`config.mk`:
```
export PLATFORM = sky130hd
export DESIGN_NAME = icdf_div
export DESIGN_NICKNAME = d
export VERILOG_FILES = /design/src/sv/icdf_pkg.sv /design/src/sv/icdf_div.sv
export SDC_FILE = /design/constraint.sdc
export NUM_CORES = 1
export LEC_CHECK = 0
export BUFFER_PORTS_ARGS = -buffer_cell sky130_fd_sc_hd__buf_2
export CORE_UTILIZATION = 29
export DETAILED_ROUTE_END_ITERATION = 6
export GPL_ROUTABILITY_DRIVEN = 0
export PLACE_DENSITY = 0.54
export REMOVE_ABC_BUFFERS = 1
export SYNTH_ARGS = -nofsm -noshare
export SYNTH_HDL_FRONTEND = slang
export SYNTH_SLANG_ARGS = --single-unit
```
`constraint.sdc`:
```
create_clock -name clk -period 4.1 [get_ports clk]
set_clock_uncertainty 0.2 [all_clocks]
set_input_delay 0.205 -clock clk [delete_from_list [all_inputs] [get_ports clk]]
set_output_delay 0.205 -clock clk [all_outputs]
set_load 0.02 [all_outputs]
```
`src/sv/icdf_pkg.sv`:
```
`default_nettype none
package icdf_pkg;

	// shared long divider geometry
	localparam int DIV_NUM_W = 64;
	localparam int DIV_DEN_W = 32;
	localparam int DIV_CNT_W = $clog2(DIV_NUM_W);

	// configuration register indexes
	localparam logic [2:0] REG_POINT_COUNT = 3'd0;
	localparam logic [2:0] REG_RESOLUTION  = 3'd1;
	localparam logic [2:0] REG_DOMAIN_MIN  = 3'd2;
	localparam logic [2:0] REG_DOMAIN_MAX  = 3'd3;
	localparam logic [2:0] REG_MIN_ENERGY  = 3'd4;

	localparam int POINT_COUNT_W = 7;
	localparam int RESOLUTION_W  = 5;
	localparam int MIN_ENERGY_W  = 8;

	typedef struct packed {
		logic                 start;
		logic [DIV_NUM_W-1:0] dividend;
		logic [DIV_DEN_W-1:0] divisor;
	} div_req_t;

	typedef struct packed {
		logic                 done;
		logic [DIV_NUM_W-1:0] quotient;
	} div_rsp_t;

endpackage
`default_nettype wire

```
`src/sv/icdf_div.sv`:
```
`default_nettype none
// Restoring unsigned divider, one quotient bit per cycle.
module icdf_div (
	input  wire                  clk,
	input  wire                  arst_n,
	input  wire icdf_pkg::div_req_t req,
	output icdf_pkg::div_rsp_t   rsp
);

	logic                           busy_q;
	logic                           done_q;
	logic [icdf_pkg::DIV_CNT_W-1:0] step_q;
	logic [icdf_pkg::DIV_NUM_W-1:0] quo_q;
	logic [icdf_pkg::DIV_DEN_W-1:0] rem_q;
	logic [icdf_pkg::DIV_DEN_W-1:0] den_q;
	logic [icdf_pkg::DIV_DEN_W:0]   rem_sh;
	logic                           fits;

	assign rem_sh = {rem_q, quo_q[icdf_pkg::DIV_NUM_W-1]};
	assign fits   = rem_sh >= {1'b0, den_q};

	always_ff @(posedge clk or negedge arst_n) begin
		if (!arst_n) begin
			busy_q <= 1'b0;
			done_q <= 1'b0;
			step_q <= '0;
		end else begin
			done_q <= 1'b0;
			if (req.start) begin
				busy_q <= 1'b1;
				step_q <= '0;
			end else if (busy_q) begin
				step_q <= step_q + 1'b1;
				if (step_q == icdf_pkg::DIV_CNT_W'(icdf_pkg::DIV_NUM_W - 1)) begin
					busy_q <= 1'b0;
					done_q <= 1'b1;
				end
			end
		end
	end

	always_ff @(posedge clk) begin
		if (req.start) begin
			quo_q <= req.dividend;
			rem_q <= '0;
			den_q <= req.divisor;
		end else if (busy_q) begin
			quo_q <= {quo_q[icdf_pkg::DIV_NUM_W-2:0], fits};
			if (fits) begin
				rem_q <= icdf_pkg::DIV_DEN_W'(rem_sh - {1'b0, den_q});
			end else begin
				rem_q <= rem_sh[icdf_pkg::DIV_DEN_W-1:0];
			end
		end
	end

	assign rsp.done     = done_q;
	assign rsp.quotient = quo_q;

endmodule
`default_nettype wire

```
Word-level counts from Yosys, hierarchy flattened
Index checks and enable logic that the tools add are counted.
{ "word_totals": {"output_inout_bits": 65, "word_cells": 22, "input_bits": 99, "reg_bits": 136} }
{ "classes": {"n_reduce_logical": 1, "magnitude_cmp": 1, "addsub": 2, "eq_ne": 1, "muxes": 11} }
{ "op_table": {"columns": ["op", "n"], "rows": [
  ["64-bit two-way mux", 2],
  ["33-bit by 32-bit greater-or-equal comparator with 1-bit output", 1],
  ["32-bit two-way mux", 1],
  ["32-bit subtractor", 1],
  ["6-bit two-way mux", 2],
  ["6-bit by 1-bit adder with 6-bit output (second input constant)", 1],
  ["6-bit == test (second input constant)", 1],
  ["1-bit two-way mux", 6],
  ["2-bit nonzero test", 1]
]} }

Depth between registers and ports, before layout
Gate-level depths: netlist of run 1.
{ "logic_depth": {"word_depth": 4, "depth_mapped": 13, "ltp_nobuf": 12} }

Worst setup path before layout of run 1
No wires, ideal clock.
{ "synth_timing": {"path_kind": "register to register", "from": "register quo_q[63] (netlist name)", "to": "register rem_q[30] (netlist name)", "path_stages_with_launch": 13, "arrival_time_ns": 2.818, "setup_ns": 0.095, "synth_period_minus_slack_ns": 3.114, "setup_slack_ns": 0.986, "required_time_ns": 3.805, "path_buffers": 0, "cell_sequence": "edfxtp_1 inv_1 ha_1 fa_1 nor2b_2 o21bai_4 a211oi_4 o21ai_2 a31o_1 a311o_1 o21a_1 mux2_1 o311ai_1"} }
{ "synth_between": {"elab_chain_len": 2, "elab_cells_between_ends": 3, "cone_classes": "add/sub (1); order compare (1); mux (1)"} }
{ "synth_lines": {"columns": ["element", "line_no", "source"], "rows": [
  ["start, declared", "icdf_div.sv:13", "logic [icdf_pkg::DIV_NUM_W-1:0] quo_q;"],
  ["start signal, assigned", "icdf_div.sv:44", "quo_q <= req.dividend;"],
  ["start signal, assigned", "icdf_div.sv:48", "quo_q <= {quo_q[icdf_pkg::DIV_NUM_W-2:0], fits};"],
  ["32-bit subtractor or 33-bit by 32-bit greater-or-equal comparator with 1-bit output (tied branches)", "icdf_div.sv:50, icdf_div.sv:20", null],
  ["32-bit two-way mux (*)", "icdf_div.sv:49", "if (fits) begin"],
  ["end signal, assigned", "icdf_div.sv:50", "rem_q <= icdf_pkg::DIV_DEN_W'(rem_sh - {1'b0, den_q});"],
  ["end signal, assigned", "icdf_div.sv:52", "rem_q <= rem_sh[icdf_pkg::DIV_DEN_W-1:0];"],
  ["end, declared", "icdf_div.sv:14", "logic [icdf_pkg::DIV_DEN_W-1:0] rem_q;"]
]} }
Mark *: on every way between the ends. The rest lies on a longest branch, timed or not.
A chain may end at the register's enable or synchronous reset.

Worst setup path after layout of run 1
{ "layout_timing": {"from": "register den_q[1] (netlist name)", "to": "register rem_q[13] (netlist name)"} }
{ "layout_between": {"elab_chain_len": 2, "elab_cells_between_ends": 3, "cone_classes": "add/sub (1); order compare (1); mux (1)"} }
{ "layout_lines": {"columns": ["element", "line_no", "source"], "rows": [
  ["start, declared", "icdf_div.sv:15", "logic [icdf_pkg::DIV_DEN_W-1:0] den_q;"],
  ["start signal, assigned", "icdf_div.sv:46", "den_q <= req.divisor;"],
  ["32-bit subtractor or 33-bit by 32-bit greater-or-equal comparator with 1-bit output (tied branches)", "icdf_div.sv:50, icdf_div.sv:20", null],
  ["32-bit two-way mux (*)", "icdf_div.sv:49", null]
]} }
Marked as above.

==> out/metrics.csv, run 1 <==
stage,metric,value,unit
routing,Initial DRT Pass Iterations,4,
synthesis,Synth Area per Inst,11.65,sq um
cells_and_area,layout cell share with drive strength beyond 1,0.3226,
critical_path,Worst Path Arrival,3250,ps
sta,Final Max Slew Viols,0,
cells_and_area,Layout Nets,1022,
sta,Tmin final,3182,ps
sta,final setup vio count,0,
critical_path,CP max FO,20,
synthesis,synth top area cells,"edfxtp_1 (39%), mux2_2 (10%), dfxtp_1 (8.7%)",
clock_network,CTS Root Buffer Type,clkbuf_16,
floorplan,Initial Util,0.2991,
critical_path,crit path launch type,flop,
clock_network,clk sink count,136,
synthesis,post-synthesis sequential area ratio,0.5075,
sta,Final Hold Fails,0,
cells_and_area,# diodes,0,
floorplan,CORE AREA,24530,sq um
flow_run,max cap viols,0,
synthesis,ys async rst share,0.05882,
global_routing,total gr overflow,0,
synthesis,Yosys top cell by area,edfxtp_1,
pwr,worst vdd ir,309.2,uV
clock_network,Hold Buf Count CTS,98,
floorplan,die width,161.1,um
synthesis,Post-synth EDFFs,96,
routing,DRT antenna net count,0,
routing,drt drc,0,
sta,crit share post-route,0.7762,
routing,via/cell ratio,4.597,
routing,routed wire length per instance,15.63,um
global_routing,initial antenna violation count,0,
floorplan,die area,25940,sq um
hold_path,Hold Path Class,input pin to flop,
clock_network,Clock Tree Buf Depth,2,
critical_path,worst path required time,4170,ps
synthesis,Synth cell types,72,
cells_and_area,Area Overhead vs Synth,36.72,%
clock_network,CTS tree,built,
sta,Slew headroom,0.4345,
synthesis,Main synth FF type,edfxtp_1,
clock_network,post-CTS setup buffer count,0,
placement,quantity of I/O buffers inserted on ports,163,
clock_network,CTS Buf Count,17,
placement,post-detail-place hpwl,13.12,mm
routing,Vias,5636,
run_status,outcome,completed,
global_routing,largest net degree at the start of global routing,65,
synthesis,YS warnings,0,
sta,FMAX,314.2,MHz
sta,worst-margin pin slew,848.2,ps
clock_network,clk_lat worst skew,430,ps
floorplan,# IOs,164,
routing,number of DRC markers in iteration 0,289,
critical_path,FF-to-FF setup slack,920,ps
synthesis,"FF+latch count, synth",136,
sta,RSZ-0062 raised after global routing,no,
routing,final wirelength,19.16,mm
critical_path,Crit. End Element,flop,
floorplan,Rows,57,
clock_network,clk slew on worst S/H paths,70,ps
synthesis,synthesized instance count,630,
synthesis,post-synth top area share,0.3929,
pwr,P per Cell Area,547.6,nW/um^2
global_routing,number of global-route vias before repair,5973,
pwr,leakage power,4.231,nW
floorplan,Chip Height,161.1,um
critical_path,Crit Path Category,flop to flop,
global_routing,GR Util All Layers,0.1516,
global_routing,first-pass GRT wire length,30.63,mm
synthesis,Post-synth top cells,"edfxtp_1 (96), mux2_2 (65), nor2_1 (47)",
synthesis,synthesized area,7337,sq um
synthesis,most common cell in the netlist,edfxtp_1,
cells_and_area,Layout Utilization,0.4089,
sta,setup TNS,0,ps
clock_network,htree depth,4,
clock_network,post-cts sizing count,0,
[stage by stage]
stage | power [W] | hold WS (ps) | area (sq um) | std cells | setup slack (ps)
6_report | 0.005493 | 250.0 | 10030 | 1226 | 917.7
3_5_place_dp | 0.003858 | -133.7 | 8449 | 1096 | 923.0
4_1_cts | 0.005556 | 239.6 | 10030 | 1226 | 888.4
5_1_grt | 0.005841 | 262.5 | 10030 | 1226 | 601.9
2_1_floorplan | 0.003371 | -290.6 | 7166 | 601 | 344.3
3_3_place_gp | 0.003856 | -138.4 | 8449 | 1096 | 945.8
[registers in the layout (all words and copies together), names as in the netlist]
name / flops
busy_q: 1
rem_q: 32
den_q: 32
done_q: 1
step_q: 6
quo_q: 64
[worst paths after layout]
| check | cells past startpoint | from | end |
|---|---|---|---|
| setup / recovery | 11 | den_q[1] | rem_q[13] |
| hold / removal | 2 | req[96] | quo_q[11] |
| hold reg to reg | 2 | rem_q[9] | rem_q[9] |
| min in group asynchronous | 3 | arst_n | step_q[2] |
| max in group asynchronous | 3 | arst_n | step_q[5] |
| setup reg to reg | 11 | den_q[1] | rem_q[13] |
[placed cells by master (no fill, tap or decap), drive strengths merged, types with 5 or more instances in the layout]
master       count
a211oi          20
nor2            47
nand3            5
xnor2           16
mux2i           25
xor2            15
inv             45
ha              33
mux2            67
dfxtp           32
dlygate4sd3     98
a21oi           37
clkbuf          19
edfxtp          96
o21ai           27
nand4            8
o21a             6
a21o            15
dfrtp            8
buf            171
nor3             9
nand2           47
[worst max-delay path: stages, from the launching register on]
cell	delay (ps)
edfxtp_1	370
inv_1	50
ha_1	280
nor2b_1	170
o2111ai_1	190
a21o_1	230
o211ai_2	230
a31oi_4	170
o31ai_4	420
buf_4	380
mux2i_1	230
a211oi_1	90
[routing by layer]
| metal | part of all wire | track usage | routed length (um) |
|---|---|---|---|
| met1 | 0.46 | 0.1856 | 8718 |
| met5 | 0 | 0 | 0 |
| met3 | 0.061 | 0.04417 | 1163 |
| met4 | 0.0065 | 0.04460 | 125 |
| met2 | 0.48 | 0.2571 | 9150 |
[power by group]
group	internal [W]	leakage [nW]	switching (W)
registers	0.00172	1.36	0.000157
clock network	0.000932	0.297	0.000653
logic	0.000929	2.58	0.00111
[area by class of cell]
class | count | area (sq um)
well taps | 324 | 405.4
fillers | 2411 | 14500
clock buffers | 19 | 442.9
clock inverters | 13 | 157.7
repair buffers | 269 | 1859
flip-flops and latches | 136 | 3724
multi-input cells | 427 | 3299
inverters | 38 | 142.6
[cell families (layout without fill, tap and decap cells)]
family | Yosys count | in the layout | share of synthesized area
and+or+nand+nor | 140 | 140 | 0.08885
xor gates and xnor gates | 31 | 31 | 0.03701
buffers and inverters | 67 | 339 | 0.04280
AOI/OAI and AO/OA | 130 | 130 | 0.1274
adders and majority gates | 34 | 34 | 0.05900
muxes | 92 | 92 | 0.1374
DFF | 136 | 136 | 0.5075
Note: power is estimated with default switching activity, not from simulation.
==> inputs of run 2 (changes only) <==
--- a/config.mk
+++ b/config.mk
@@ -9,7 +9,7 @@
 export CORE_UTILIZATION = 29
 export DETAILED_ROUTE_END_ITERATION = 6
 export GPL_ROUTABILITY_DRIVEN = 0
-export PLACE_DENSITY = 0.54
+export PLACE_DENSITY = 0.56
 export REMOVE_ABC_BUFFERS = 1
 export SYNTH_ARGS = -nofsm -noshare
 export SYNTH_HDL_FRONTEND = slang
==> constraint.sdc (replaced) <==
create_clock -name clk -period 2.69 [get_ports clk]
set_clock_uncertainty 0.2 [all_clocks]
set_input_delay 0.1345 -clock clk [delete_from_list [all_inputs] [get_ports clk]]
set_output_delay 0.1345 -clock clk [all_outputs]
set_load 0.02 [all_outputs]
==> run 2 against run 1 <==
The flow now finishes with violations (setup timing). First-iteration DRC count grew 1.0%. Clock power is 50% higher. Cell count is 8.6% higher. Power up 73%. Die area stayed put. Register-to-register slack got worse by 1200 ps. Combinational power increased by 110%. Setup slack worse by 1200 ps. Largest power group unchanged. Highest routed layer unchanged. Fmax increased by 5.6%. Non-clock buffer count is 107 higher. Hold slack worse by 200 ps. Final area grew 10%.
==> out/metrics.csv, run 2 (synthesized netlist as in run 1, its figures left out) <==
stage,metric,value,unit
sta,Final Max Slew Viols,0,
routing,Vias,6053,
sta,Tmin final,3014,ps
critical_path,Crit Path Category,flop to flop,
critical_path,FF-to-FF path depth,12,
critical_path,Worst Path Arrival,3150,ps
run_status,outcome,"complete, but fails checks",
global_routing,largest net degree at the start of global routing,48,
floorplan,# IOs,164,
sta,RSZ-0062 raised after global routing,yes,
run_status,failing checks,setup timing,
global_routing,first-pass GRT wire length,32.89,mm
cells_and_area,max reg flops,64,
hold_path,hold_sp,req[96],
critical_path,Reg2Reg Capture Point,rem_q[30],
critical_path,worst path required time,2820,ps
critical_path,worst setup path startpoint,quo_q[63],
floorplan,die width,161.1,um
hold_path,Hold Path Class,input pin to flop,
placement,quantity of I/O buffers inserted on ports,163,
pwr,leakage power,4.790,nW
cells_and_area,layout cell share with drive strength beyond 1,0.4157,
critical_path,crit path launch type,flop,
sta,setup TNS,-5068,ps
global_routing,GR Util All Layers,0.1607,
critical_path,CP max FO,4,
clock_network,clk_lat worst skew,420,ps
routing,via/cell ratio,4.544,
pwr,Final Power,0.009481,W
sta,final setup vio count,33,
critical_path,FF-to-FF setup slack,-320,ps
clock_network,CTS tree,built,
sta,Hold WS,52.86,ps
routing,routed wire length per instance,15.21,um
clock_network,CTS Root Buffer Type,clkbuf_16,
floorplan,Initial Util,0.2991,
cells_and_area,Multi-input gate area,3426,sq um
floorplan,CORE AREA,24530,sq um
clock_network,clk sink count,136,
cells_and_area,# diodes,0,
routing,number of DRC markers in iteration 0,292,
clock_network,CTS Buf Count,17,
global_routing,number of global-route vias before repair,6363,
global_routing,initial antenna violation count,0,
clock_network,htree depth,4,
flow_run,max cap viols,0,
cells_and_area,"most common cell after layout, fill and taps aside",buf_2,
pwr,worst vdd ir,474.8,uV
floorplan,die area,25940,sq um
global_routing,total gr overflow,0,
sta,worst setup margin,-323.6,ps
hold_path,Hold Crit Endpoint,den_q[4],
pwr,P per Cell Area,858.9,nW/um^2
cells_and_area,Area Overhead vs Synth,50.44,%
clock_network,Clock Tree Buf Depth,2,
sta,worst-margin pin slew,596.9,ps
cells_and_area,Seq. cell area,3724,sq um
cells_and_area,Largest regs,"quo_q x64, den_q x32, rem_q x32",
cells_and_area,Top reg by flops,quo_q,
routing,DRT antenna net count,0,
sta,crit share post-route,1.120,
sta,Final Hold Fails,0,
placement,post-detail-place hpwl,13.83,mm
cells_and_area,Layout Nets,1129,
sta,FMAX,331.8,MHz
cells_and_area,most frequent cells in the layout,"buf_2 (162), buf_4 (108), dlygate4sd3_1 (98)",
clock_network,clk slew on worst S/H paths,70,ps
routing,final wirelength,20.26,mm
critical_path,RR Startpoint,quo_q[63],
floorplan,Chip Height,161.1,um
floorplan,Rows,57,
routing,Initial DRT Pass Iterations,4,
hold_path,worst hold path depth,1,
sta,Slew headroom,0.6021,
placement,pre-CTS setup slack,-447.3,ps
routing,drt drc,0,
cells_and_area,Layout fillers,2310,
critical_path,Crit. End Element,flop,
## run 2: layout make-up
class | instances | area share
Timing Repair Buffer | 376 | 0.2493
Multi-Input combinational cell | 427 | 0.3104
Sequential cell | 136 | 0.3373
Clock buffer | 17 | 0.03854
Clock inverter | 14 | 0.01485
Tap cell | 324 | 0.03673
Inverter | 38 | 0.01292
## run 2: layer usage
metal / global-route usage / share of wire / up-vias
li1: - / - / 3047
met1: 0.2008 / 0.45 / 2793
met2: 0.2667 / 0.47 / 182
met3: 0.04135 / 0.061 / 31
met4: 0.05875 / 0.021 / 0
met5: 0 / 0 / -
## run 2: worst max path at each step
stage	depth (start not counted)	end
finish	12	rem_q[30]
global route	12	rem_q[30]
CTS	12	rem_q[30]
detailed placement	12	rem_q[30]
global placement	12	rem_q[30]
floorplan	11	rem_q[28]
## run 2: through the flow
stage | instance area, sq um | utilization | cells
after detailed placement | 9238 | 0.3765 | 1196
after global routing | 11040 | 0.4499 | 1332
final | 11040 | 0.4499 | 1332
after CTS | 10950 | 0.4465 | 1332
after floorplan | 7166 | - | 601
after global placement | 9238 | 0.3765 | 1196
## run 2: where the power goes
group / switching (W) / internal, W / leakage, nW
Combinational: 0.00203 / 0.00224 / 3.15
Clock: 0.000999 / 0.00138 / 0.279
Sequential: 0.000210 / 0.00261 / 1.36
## run 2: timing repair
| action | CTS | global route |
|---|---|---|
| endpoints found under the hold margin | 104 | 0 |
| hold buffers | 98 | 0 |
| cloned | 2 | 0 |
| setup buffers | 5 | 0 |
| endpoints found under the setup margin | 33 | 33 |
| pin swaps | 9 | 4 |
| gates resized for setup | 15 | 14 |
## run 2: worst max-delay path: stages (launching register included)
cell and delay (ps):
edfxtp_1 350, inv_1 60, ha_2 200, fa_2 370
nor2b_4 150, o21bai_4 80, a211oi_4 300, o21ai_2 100
a31o_1 240, a311o_1 290, o21a_1 210, mux2_4 300
o311ai_2 60
